$ cat config.mk
export PLATFORM = sky130hd
export DESIGN_NAME = led_driver_set_frame_link_unit
export DESIGN_NICKNAME = d
export VERILOG_FILES = /design/src/sv/lsfl_pkg.sv /design/src/sv/led_driver_set_frame_link_unit.sv /design/src/sv/lsfl_ctrl.sv /design/src/sv/lsfl_frame_tx.sv
export SDC_FILE = /design/constraint.sdc
export NUM_CORES = 1
export LEC_CHECK = 0
export ABC_AREA = 0
export BUFFER_PORTS_ARGS = -buffer_cell sky130_fd_sc_hd__clkbuf_2
export CAP_MARGIN = 25
export CORE_ASPECT_RATIO = 1.5
export CORE_MARGIN = 1.5
export CORE_UTILIZATION = 40
export DETAILED_ROUTE_END_ITERATION = 10
export GPL_TIMING_DRIVEN = 0
export REMOVE_ABC_BUFFERS = 1
export SETUP_SLACK_MARGIN = 0.2
export SLEW_MARGIN = 20
export SYNTH_ARGS = -nofsm -noshare
export SYNTH_HDL_FRONTEND = slang
export SYNTH_HIERARCHICAL = 1
export SYNTH_SLANG_ARGS = --single-unit
$ cat constraint.sdc
create_clock -name clk -period 5.4 [get_ports clk]
set_clock_uncertainty 0.15 [all_clocks]
set_input_delay 0.27 -clock clk [delete_from_list [all_inputs] [get_ports clk]]
set_output_delay 0.27 -clock clk [all_outputs]
set_load 0.005 [all_outputs]
$ cat src/sv/lsfl_pkg.sv
// Shared types and constants for the LED driver set-frame link.
// Holds the frame byte values, action/status/register codes and the result descriptor.
// No dependencies.
package lsfl_pkg;

  // Frame bytes
  localparam logic [7:0] HDR_BYTE  = 8'h3A;
  localparam logic [7:0] CMD_BYTE  = 8'h3C;
  localparam logic [7:0] OFS_BYTE  = 8'hEE;
  localparam logic [7:0] LEN_BYTE  = 8'h05;
  localparam logic [7:0] MASK_BYTE = 8'h0F;
  localparam logic [7:0] CR_BYTE   = 8'h0D;
  localparam logic [7:0] LF_BYTE   = 8'h0A;
  localparam logic [7:0] LEVEL_MAX = 8'd200;

  // Fixed part of the checksum: low byte of 3C + EE + 05 + 0F
  localparam logic [7:0] CHK_BASE = 8'(9'(CMD_BYTE) + 9'(OFS_BYTE) + 9'(LEN_BYTE)
                                       + 9'(MASK_BYTE));

  // Frame length and beat counter
  localparam int FRAME_LEN = 12;
  localparam int BEAT_W    = $clog2(FRAME_LEN);
  localparam logic [BEAT_W-1:0] BEAT_LAST = BEAT_W'(FRAME_LEN - 1);

  // Reply gathering: eight bytes, positions of the checked bytes
  localparam int RX_W = 3;
  localparam logic [RX_W-1:0] RX_POS_HDR   = 3'd0;
  localparam logic [RX_W-1:0] RX_POS_REPLY = 3'd1;
  localparam logic [RX_W-1:0] RX_POS_ACK   = 3'd4;
  localparam logic [RX_W-1:0] RX_POS_LAST  = 3'd7;

  localparam logic [15:0] TIMEOUT_RESET = 16'd100;
  localparam logic [15:0] ELAPSED_MAX   = 16'hFFFF;

  typedef enum logic [1:0] {
    ACT_SEND = 2'd0,
    ACT_RX   = 2'd1,
    ACT_TICK = 2'd2,
    ACT_NONE = 2'd3
  } action_t;

  typedef enum logic [1:0] {
    ST_OK      = 2'd0,
    ST_FAIL    = 2'd1,
    ST_TIMEOUT = 2'd2
  } status_t;

  typedef enum logic [1:0] {
    REG_REPLY_CODE    = 2'd0,
    REG_ACK_CODE      = 2'd1,
    REG_TIMEOUT_TICKS = 2'd2
  } reg_index_t;

  // One pending result: a whole frame or a single status
  typedef struct packed {
    logic       is_frame;
    logic [7:0] red;
    logic [7:0] blue;
    logic [7:0] far_red;
    logic [7:0] white;
    logic [7:0] chk;
    status_t    status;
  } desc_t;

  function automatic logic [7:0] clamp_level(input logic [7:0] v);
    return (v > LEVEL_MAX) ? LEVEL_MAX : v;
  endfunction

endpackage

$ cat src/sv/led_driver_set_frame_link_unit.sv
// Host side of a four-channel LED driver link.
// Input items (s_*): s_tuser carries the action: send set command, received byte or
// millisecond tick. s_tdata carries the four channel levels and the received byte.
// Output items (m_*): m_tuser is 0 for a frame byte and 1 for a reply status;
// m_tdata holds the byte and the status code; m_tlast marks the frame end and every status.
// A send gives a twelve-byte frame (3A 3C EE 05 0F, red, blue, far red, white,
// checksum, 0D 0A) with levels clamped to 200. The block then gathers an eight-byte
// reply starting at header 3A and reports ok or fail, or reports timeout once the counted
// ticks reach timeout_ticks; a zero setting expires on the first tick.
// The item is registered in lsfl_ctrl and its result is registered again in the
// frame sender before it shows on m_*; a busy sender can hold it back.
// The sender gives one output item per cycle while m_tready is high; a send occupies
// it for twelve frame bytes, a status for one item. Items that give no result skip it.
// Configuration (cfg_we, cfg_index, cfg_data) must be written only while the block is
// idle (left to the user, unchecked): 0 reply code, 1 acknowledge code, 2 timeout ticks.
// Reset clears the link state and the configuration to its defaults.
// When the receiver stalls, the current item holds on m_*, and input stalls once
// the item register holds an item with a result and the sender still holds work.
// Depends on lsfl_pkg, lsfl_ctrl and lsfl_frame_tx.
module led_driver_set_frame_link_unit (
  input  logic        clk,
  input  logic        rst,
  input  logic        s_tvalid,
  output logic        s_tready,
  input  logic [39:0] s_tdata,  // red_level, far_red_level, blue_level, white_level, rx_data
  input  logic [1:0]  s_tuser,  // action
  output logic        m_tvalid,
  input  logic        m_tready,
  output logic [15:0] m_tdata,  // tx_data, status, zero fill
  output logic        m_tuser,  // kind
  output logic        m_tlast,
  input  logic        cfg_we,
  input  logic [1:0]  cfg_index,
  input  logic [15:0] cfg_data
);
  import lsfl_pkg::*;

  logic  desc_valid;
  logic  desc_ready;
  desc_t desc;

  lsfl_ctrl u_ctrl (
    .clk        (clk),
    .rst        (rst),
    .s_tvalid   (s_tvalid),
    .s_tready   (s_tready),
    .s_tdata    (s_tdata),
    .s_tuser    (s_tuser),
    .cfg_we     (cfg_we),
    .cfg_index  (cfg_index),
    .cfg_data   (cfg_data),
    .desc_valid (desc_valid),
    .desc_ready (desc_ready),
    .desc       (desc)
  );

  lsfl_frame_tx u_frame_tx (
    .clk        (clk),
    .rst        (rst),
    .desc_valid (desc_valid),
    .desc_ready (desc_ready),
    .desc       (desc),
    .m_tvalid   (m_tvalid),
    .m_tready   (m_tready),
    .m_tdata    (m_tdata),
    .m_tuser    (m_tuser),
    .m_tlast    (m_tlast)
  );

endmodule

$ cat src/sv/lsfl_ctrl.sv
// Link control: input item register, configuration registers, reply/timeout state.
// Turns each item into at most one result descriptor for the frame sender.
// Depends on lsfl_pkg.
module lsfl_ctrl (
  input  logic               clk,
  input  logic               rst,
  input  logic               s_tvalid,
  output logic               s_tready,
  input  logic [39:0]        s_tdata,
  input  logic [1:0]         s_tuser,
  input  logic               cfg_we,
  input  logic [1:0]         cfg_index,
  input  logic [15:0]        cfg_data,
  output logic               desc_valid,
  input  logic               desc_ready,
  output lsfl_pkg::desc_t    desc
);
  import lsfl_pkg::*;

  // Input register
  logic        in_valid;
  action_t     in_action;
  logic [7:0]  in_red, in_far_red, in_blue, in_white, in_rx;

  // Configuration
  logic [7:0]  reply_code, ack_code;
  logic [15:0] timeout_ticks;

  // Link state
  logic            waiting, waiting_next;
  logic [RX_W-1:0] rx_count, rx_count_next;
  logic [15:0]     elapsed, elapsed_next;
  logic [7:0]      seen_reply_code, seen_reply_code_next;
  logic [7:0]      seen_ack, seen_ack_next;

  logic       has_result;
  logic       consume;
  logic [7:0] c_red, c_far_red, c_blue, c_white;
  logic [15:0] elapsed_inc;

  // Hold the item until the sender can take its result
  assign consume  = in_valid && (!has_result || desc_ready);
  assign s_tready = !in_valid || consume;

  always_ff @(posedge clk) begin
    if (rst) begin
      in_valid <= 1'b0;
    end else if (s_tready) begin
      in_valid <= s_tvalid;
    end
    if (s_tready && s_tvalid) begin
      in_action  <= action_t'(s_tuser);
      in_red     <= s_tdata[7:0];
      in_far_red <= s_tdata[15:8];
      in_blue    <= s_tdata[23:16];
      in_white   <= s_tdata[31:24];
      in_rx      <= s_tdata[39:32];
    end
  end

  // Configuration writes
  always_ff @(posedge clk) begin
    if (rst) begin
      reply_code    <= '0;
      ack_code      <= '0;
      timeout_ticks <= TIMEOUT_RESET;
    end else if (cfg_we) begin
      unique case (cfg_index)
        REG_REPLY_CODE:    reply_code    <= cfg_data[7:0];
        REG_ACK_CODE:      ack_code      <= cfg_data[7:0];
        REG_TIMEOUT_TICKS: timeout_ticks <= cfg_data;
        default: ;
      endcase
    end
  end

  // Clamp levels for the frame and checksum; saturating step of the elapsed tick count
  assign c_red     = clamp_level(in_red);
  assign c_far_red = clamp_level(in_far_red);
  assign c_blue    = clamp_level(in_blue);
  assign c_white   = clamp_level(in_white);
  assign elapsed_inc = (elapsed == ELAPSED_MAX) ? elapsed : elapsed + 16'd1;

  // Next link state and the result, if any
  always_comb begin
    waiting_next         = waiting;
    rx_count_next        = rx_count;
    elapsed_next         = elapsed;
    seen_reply_code_next = seen_reply_code;
    seen_ack_next        = seen_ack;
    has_result           = 1'b0;
    desc.is_frame        = 1'b0;
    desc.red             = c_red;
    desc.blue            = c_blue;
    desc.far_red         = c_far_red;
    desc.white           = c_white;
    desc.chk             = CHK_BASE + c_red + c_blue + c_far_red + c_white;
    desc.status          = ST_OK;
    unique case (in_action)
      ACT_SEND: begin
        waiting_next  = 1'b1;
        rx_count_next = '0;
        elapsed_next  = '0;
        has_result    = 1'b1;
        desc.is_frame = 1'b1;
      end
      ACT_RX: begin
        if (waiting && !(rx_count == RX_POS_HDR && in_rx != HDR_BYTE)) begin
          if (rx_count == RX_POS_REPLY) seen_reply_code_next = in_rx;
          if (rx_count == RX_POS_ACK)   seen_ack_next = in_rx;
          rx_count_next = rx_count + 1'b1;
          if (rx_count == RX_POS_LAST) begin
            has_result    = 1'b1;
            waiting_next  = 1'b0;
            rx_count_next = '0;
            desc.status   = (seen_reply_code == reply_code && seen_ack == ack_code)
                            ? ST_OK : ST_FAIL;
          end
        end
      end
      ACT_TICK: begin
        if (waiting) begin
          elapsed_next = elapsed_inc;
          if (elapsed_inc >= timeout_ticks) begin
            has_result    = 1'b1;
            waiting_next  = 1'b0;
            rx_count_next = '0;
            desc.status   = ST_TIMEOUT;
          end
        end
      end
      default: ;
    endcase
  end

  assign desc_valid = in_valid && has_result;

  // Advance link state when the item is consumed
  always_ff @(posedge clk) begin
    if (rst) begin
      waiting         <= 1'b0;
      rx_count        <= '0;
      elapsed         <= '0;
      seen_reply_code <= '0;
      seen_ack        <= '0;
    end else if (consume) begin
      waiting         <= waiting_next;
      rx_count        <= rx_count_next;
      elapsed         <= elapsed_next;
      seen_reply_code <= seen_reply_code_next;
      seen_ack        <= seen_ack_next;
    end
  end

endmodule

$ cat src/sv/lsfl_frame_tx.sv
// Frame sender: holds one result descriptor and plays it out beat by beat.
// A frame gives twelve byte items, a status gives one item.
// Depends on lsfl_pkg.
module lsfl_frame_tx (
  input  logic             clk,
  input  logic             rst,
  input  logic             desc_valid,
  output logic             desc_ready,
  input  lsfl_pkg::desc_t  desc,
  output logic             m_tvalid,
  input  logic             m_tready,
  output logic [15:0]      m_tdata,
  output logic             m_tuser,
  output logic             m_tlast
);
  import lsfl_pkg::*;

  logic              busy;
  desc_t             cur;
  logic [BEAT_W-1:0] beat;
  logic              is_last;
  logic [7:0]        tx_byte;

  assign is_last    = !cur.is_frame || beat == BEAT_LAST;
  assign desc_ready = !busy || (m_tready && is_last);

  // Load a new descriptor or step through the current frame
  always_ff @(posedge clk) begin
    if (rst) begin
      busy <= 1'b0;
      beat <= '0;
    end else if (desc_ready) begin
      busy <= desc_valid;
      beat <= '0;
    end else if (m_tready) begin
      beat <= beat + 1'b1;
    end
    if (desc_ready && desc_valid) begin
      cur <= desc;
    end
  end

  // Pick the frame byte for this beat
  always_comb begin
    case (beat)
      4'd0:    tx_byte = HDR_BYTE;
      4'd1:    tx_byte = CMD_BYTE;
      4'd2:    tx_byte = OFS_BYTE;
      4'd3:    tx_byte = LEN_BYTE;
      4'd4:    tx_byte = MASK_BYTE;
      4'd5:    tx_byte = cur.red;
      4'd6:    tx_byte = cur.blue;
      4'd7:    tx_byte = cur.far_red;
      4'd8:    tx_byte = cur.white;
      4'd9:    tx_byte = cur.chk;
      4'd10:   tx_byte = CR_BYTE;
      4'd11:   tx_byte = LF_BYTE;
      default: tx_byte = '0;
    endcase
  end

  assign m_tvalid = busy;
  assign m_tuser  = !cur.is_frame;
  assign m_tlast  = is_last;
  assign m_tdata  = cur.is_frame ? {8'd0, tx_byte} : {6'd0, cur.status, 8'd0};

endmodule

After elaboration in Yosys (flattened, before gate mapping)
Cells that the tools add are included.

Memories: 0. Output and inout port bits: 20. Bits in read-only memories: 0. Bits in writable memories: 0. Bits in registers: 159. Bits in latches: 0. Word-level logic and storage cells: 125.

Reductions and logical operators: 32. Shift operators: 0. Magnitude comparators: 5. Add/subtract/negate cells: 7. Bitwise gates (word level): 0. Multiply operators: 0. Divide/modulo/power cells: 0. Equality and inequality tests: 26. Multiplexer cells: 31.

Operators by type and width (count): $pmux 8 s12 (1); $gt 8x8->1 const B (4); $mux 16 (2); $mux 8 (4); $pmux 16 s2 (1); $add 8x8->8 (3); $add 16x1->16 const B (1); $eq 16x16->1 const B (1); $eq 4x3->1 const B (4); $eq 4x4->1 const B (4); $eq 8x8->1 (2); $ge 16x16->1 (1); $mux 3 (4); $reduce_and 4->1 (3); $mux 1 (10); $mux 10 (1); $pmux 3 s3 (1); $add 6x8->8 const A (1); $eq 4x2->1 const B (2); $logic_and 1x1->1 (8); $mux 2 (4); $ne 2x1->1 const B (4); $ne 8x6->1 const B (1); $eq 3x3->1 const B (2); other kinds (19) (32).

Depth between registers and ports, before layout
Depth in word-level cells: 11. Gate-level depth with buffers: 17. Depth with buffers taken out: 16.

By module
The synthesis kept the hierarchy.

Modules (own cells, without submodules): lsfl_ctrl (times used 1, sequential area each 2642.5 um^2, area an instance 6028.3 um^2, cells each 608); lsfl_frame_tx (times used 1, sequential area each 1391.3 um^2, area an instance 2119.5 um^2, cells each 150).

Worst setup path before layout
No wires, ideal clock.

Path kind: reg-to-reg. From: reg u_ctrl.elapsed[3]. To: reg u_frame_tx/cur[0] (netlist name) (enable). Clock period less this slack: 5.494 ns. Arrival: 4.875 ns. Cell stages (with the launch flop): 18. Path buffers: 2. Slack: -0.094 ns. Cells stage by stage: dfxtp_1 > and4_1 > and3_1 > clkbuf_1 > nand4_1 > buf_6 > nand4b_1 > or2_2 > nand2_1 > ha_1 > nand4_1 > nor3_1 > a32oi_2 > a21oi_2 > nor2_1 > nor2_1 > inv_1 > a31oi_1.

Longest elaborated chain between the ends: 8. Elaborated cells on any way between the ends: 9. Those cells by class: add/sub: 1; order compare: 1; eq/ne: 1; mux: 4; reduce/logical: 2.

RTL lines: from (decl) (line lsfl_ctrl.sv:32) `logic [15:0] elapsed, elapsed_next;`; from (signal assigned) (line lsfl_ctrl.sv:149) `elapsed <= elapsed_next;`; $add 16x1->16 or $eq 16x16->1 (tied branches) (line lsfl_ctrl.sv:82) `assign elapsed_inc = (elapsed == ELAPSED_MAX) ? elapsed : elapsed + 16'd1;`; $mux 16 (*) (line lsfl_ctrl.sv:82); $ge 16x16->1 (*) (line lsfl_ctrl.sv:124) `if (elapsed_inc >= timeout_ticks) begin`; $mux 1 (*) (line lsfl_ctrl.sv:124); $mux 1 (*) (line lsfl_ctrl.sv:122) `if (waiting) begin`; $pmux 1 s3 (*) (line lsfl_ctrl.sv:99) `unique case (in_action)`; $logic_and 1x1->1 (*) (line lsfl_ctrl.sv:136) `assign desc_valid = in_valid && has_result;`; named net desc_valid (line led_driver_set_frame_link_unit.sv:38) `logic desc_valid;`; $logic_and 1x1->1 (*) (line lsfl_frame_tx.sv:38) `if (desc_ready && desc_valid) begin`; to (signal assigned) (line lsfl_frame_tx.sv:39) `cur <= desc;`; to (decl) (line lsfl_frame_tx.sv:19) `desc_t cur;`.

The timed path passes the listed nets; every way through them passes the cells marked *. A chain may end at the register's enable or synchronous reset.

Final worst setup path
From: reg u_ctrl.elapsed[3]. To: reg u_ctrl.in_white[0] (enable).

Longest elaborated chain between the ends: 11. Elaborated cells on any way between the ends: 12. Those cells by class: add/sub: 1; order compare: 1; eq/ne: 1; mux: 4; reduce/logical: 5.

RTL lines: $add 16x1->16 or $eq 16x16->1 (tied branches) (line lsfl_ctrl.sv:82); $mux 16 (*) (line lsfl_ctrl.sv:82); $ge 16x16->1 (*) (line lsfl_ctrl.sv:124); $mux 1 (*) (line lsfl_ctrl.sv:124); $mux 1 (*) (line lsfl_ctrl.sv:122); $pmux 1 s3 (*) (line lsfl_ctrl.sv:99); $logic_not 1->1 (*) (line lsfl_ctrl.sv:42) `assign consume = in_valid && (!has_result || desc_ready);`; $logic_or 1x1->1 (*) (line lsfl_ctrl.sv:42); $logic_and 1x1->1 (*) (line lsfl_ctrl.sv:42); $logic_or 1x1->1 (*) (line lsfl_ctrl.sv:43) `assign s_tready = !in_valid || consume;`; $logic_and 1x1->1 (*) (line lsfl_ctrl.sv:51) `if (s_tready && s_tvalid) begin`; to (signal assigned) (line lsfl_ctrl.sv:56) `in_white <= s_tdata[31:24];`; to (decl) (line lsfl_ctrl.sv:23) `logic [7:0] in_red, in_far_red, in_blue, in_white, in_rx;`.

Every way passes the cells marked *; elsewhere a longest branch is shown, timed or not.

==> flow_summary.yaml <==
clock_network:
  clockRootBuffer: "clkbuf_16"
  clock_sinks: 159
  clock_path_buffers: 2
  cts-resized-gates: 0
  cts-buffers-inserted: 17
  clk-insertion-delay-late_ns: 0.43
  cts_setup_buffers: 0
  cts_tree: "done"
  cts-htree-levels: 4
  path_clk_slew_ns: 0.06
pwr:
  finalPower_mw: 2.87
  leakagePower_nw: 4.22
  p_seq_share_pct: 47.1
  p_sw_mw: 0.701
  p_clk_share_pct: 40.2
  internal-power_mw: 2.17
  vdd_drop_max_v: 0.000204
  power_density_mw_per_mm2: 290
  power.share.switching_pct: 24.4
  p_comb_share_pct: 12.8
final_layout:
  nFillCells: 1826
  fin_nets: 1003
  post-route-cell-area_sq_mm: 0.00990
  drive_gt1_share_pct: 16.1
  layout_commonest_cell: "edfxtp_1"
  fin_util_pct: 49.8
  fin_cells: 1155
  n_antenna_cell: 0
  syn2layout_area_growth_pct: 21.5
  most-common-layout-cells: "85 x edfxtp_1, 77 x clkbuf_2, 77 x nand2_1"
placed_design:
  placed_cell_area_sq_mm: 0.00874
  gp_congestion: 0.837
  io_buffers: 78
  place_inst: 1064
  hpwlAfterDp_mm: 12.8
logic_synthesis:
  syn_inst: 758
  synth-seq-area-share_pct: 49.5
  synth-edff-count: 85
  synth_area_sq_mm: 0.00815
  synthArstFlopShare_pct: 0
  syn_avg_cell_area_sq_um: 10.7
  yosysWarnings: 6
  synth_cell_types: 75
  ys_seq_elements: 159
  synth_ff_type: "edfxtp_1"
floorplanning:
  start_util_pct: 41.0
  core_area_sq_mm: 0.0199
  die_area_sq_mm: 0.0213
  rows: 63
  die_w_um: 120
  ios: 85
  die_h_um: 178
hold_path:
  min_to: "u_frame_tx/beat[0]"
  min_path_type: "in -> reg"
  min_path_cells: 3
  hold_start: "m_tready"
critical_path:
  max_stage_delay_ns: 0.46
  rr_worst_depth: 13
  crit_chain: "and4_1 > and3_1 > nand4_1 > xnor2_1 > ha_1 > nand2b_4 > a2111o_1 > a32oi_2 > a21oi_2 > o21ba_2 > nand2_1 > and2_2 > buf_12"
  crit_type: "reg -> reg"
  path_max_fanout: 33
  crit_arrival_ns: 4.62
  reg2reg_slack_ns: 0.75
  worst-endpoint-required_ns: 5.37
  startpoint_type: "flip-flop"
  worstReg2RegEnd: "u_ctrl/in_white[0]"
  end_kind: "flip-flop"
  crit_slowest_cell: "nand4_1"
  r2r_start: "u_ctrl/elapsed[3]"
timing:
  rsz0062_at_grt: "false"
  hold_viol: 0
  fmax_ghz: 0.215
  fin_setup_tns_ns: 0
  relSlewSlack_pct: 41.3
  worstMarginPinSlew_ns: 0.869
  min_period_ns: 4.65
  slew_viol_final: 0
  setup_viol: 0
  fin_crit_sh_pct: 86.0
global_routing:
  grt_max_degree: 68
  grt_pass1_vias: 5866
  antenna_found_initial: 0
  grt_overflow: 0
  grt_use_total_pct: 17.5
  grt_pass1_wl_mm: 28.4
route:
  vias_per_cell: 4.96
  wire_per_inst_um: 15.3
  ant_nets: 0
  vias: 5726
  drcViolationCount: 0
  drt_iter0_drc: 306
  drtPass1Iterations: 5
  wl_mm: 17.6
run:
  cap_violations: 0
outcome:
  outcome: "completed"
kinds of logic after synthesis:
| kind of cell | synth area share [%] |
|---|---|
| AND/OR/NAND/NOR | 15.3 |
| flip-flops | 49.5 |
| AO/OA/AOI/OAI | 11.6 |
| buffers and inverters | 6.02 |
| adder cells (fa/ha/maj) | 9.89 |
| XOR/XNOR | 3.55 |
| multiplexers | 4.05 |
| other | 0.0460 |
routing by layer:
metal / routed length [um] / vias to the layer above / track usage, % / part of all wire, %
met1: 6830 / 2669 / 18.3 / 39
met4: 622 / 0 / 8.98 / 3.5
met5: 0 / - / 0 / 0
met2: 9660 / 127 / 33.0 / 55
li1: - / 2894 / - / -
met3: 514 / 36 / 3.21 / 2.9
registers in the layout, summed over array words and instances, names as in the netlist, 2 cells and up:
signal and count:
u_frame_tx/cur 43, u_ctrl/in_far_red 8, u_ctrl/seen_reply_code 8, u_ctrl/in_red 8
u_ctrl/in_rx 8, u_ctrl/in_blue 8, u_ctrl/elapsed 16, u_ctrl/in_action 2
u_ctrl/rx_count 3, u_ctrl/ack_code 8, u_ctrl/in_white 8, u_frame_tx/beat 4
u_ctrl/seen_ack 8, u_ctrl/timeout_ticks 16, u_ctrl/reply_code 8
worst max path at each step:
| stage | slack, ns | depth (start not counted) | endpoint | start |
|---|---|---|---|---|
| 3_3_place_gp | -1.81 | 15 | u_frame_tx/cur[25] | u_ctrl/elapsed[3] |
| 2_1_floorplan | -0.25 | 15 | u_frame_tx/cur[0] | u_ctrl/elapsed[3] |
| 3_5_place_dp | 0.71 | 13 | u_ctrl/in_white[1] | u_ctrl/elapsed[3] |
| 6_report | 0.75 | 13 | u_ctrl/in_white[0] | u_ctrl/elapsed[3] |
| 5_1_grt | 0.45 | 17 | u_frame_tx/cur[35] | u_ctrl/elapsed[3] |
| 4_1_cts | 0.69 | 13 | u_ctrl/in_white[4] | u_ctrl/elapsed[3] |
critical path, delay by kind of cell, from the launching register on:
family | cells | cell delay [ns]
AOI/OAI and AO/OA | 4 | 1.21
xor gates and xnor gates | 1 | 0.37
adders and majority gates | 1 | 0.27
buffers and inverters | 1 | 0.25
DFF | 1 | 0.43
and+or+nand+nor | 6 | 1.61
per-stage QoR:
step | hold WS, ns | setup slack [ns]
2_1_floorplan | 0.189 | -0.249
3_5_place_dp | 0.299 | 0.714
4_1_cts | 0.0871 | 0.686
6_report | 0.0957 | 0.754
3_3_place_gp | 0.294 | -1.81
5_1_grt | 0.125 | 0.450
synth_stat cells (all sizes together) (6+ instances only):
| library cell | count | area, sq um |
|---|---|---|
| a21o | 9 | 67.6 |
| a22o | 15 | 139 |
| nand3 | 11 | 72.6 |
| and3 | 7 | 43.8 |
| xor2 | 21 | 184 |
| inv | 63 | 236 |
| dfxtp | 74 | 1480 |
| fa | 14 | 280 |
| clkbuf | 21 | 88.8 |
| o21ai | 14 | 81.3 |
| nand2 | 77 | 289 |
| nor3 | 7 | 35.0 |
| nand4 | 13 | 81.3 |
| ha | 42 | 526 |
| nor2 | 49 | 184 |
| buf | 20 | 156 |
| mux2i | 33 | 330 |
| nor2b | 6 | 37.5 |
| or2 | 9 | 58.8 |
| and2 | 6 | 37.5 |
| edfxtp | 85 | 2550 |
| a21oi | 41 | 209 |
| nand2b | 35 | 229 |
| xnor2 | 12 | 105 |
power groups by stage:
stage / logic [mW] / registers [mW] / clock network (mW)
floorplan: 0.231 / 1.37 / 0
global placement: 0.327 / 1.38 / 0
detailed placement: 0.338 / 1.38 / 0
CTS: 0.373 / 1.35 / 1.19
global route: 0.415 / 1.36 / 1.23
finish: 0.367 / 1.35 / 1.15
layout make-up:
| class | count | area [sq um] | area share (%) |
|---|---|---|---|
| clock buffer | 20 | 457 | 4.61 |
| clock inverter | 12 | 110 | 1.11 |
| inverter | 65 | 245 | 2.48 |
| multi-input combinational | 498 | 3660 | 37.0 |
| sequential | 159 | 4030 | 40.7 |
| tap | 260 | 325 | 3.29 |
| timing repair buffer | 141 | 1070 | 10.8 |
timing repair:
item / CTS / global route
hold buffers: 59 / 0
hold endpoints to repair: 74 / 0
setup endpoints to repair: 0 / 0
No activity file was read; power rests on OpenSTA's default activity.
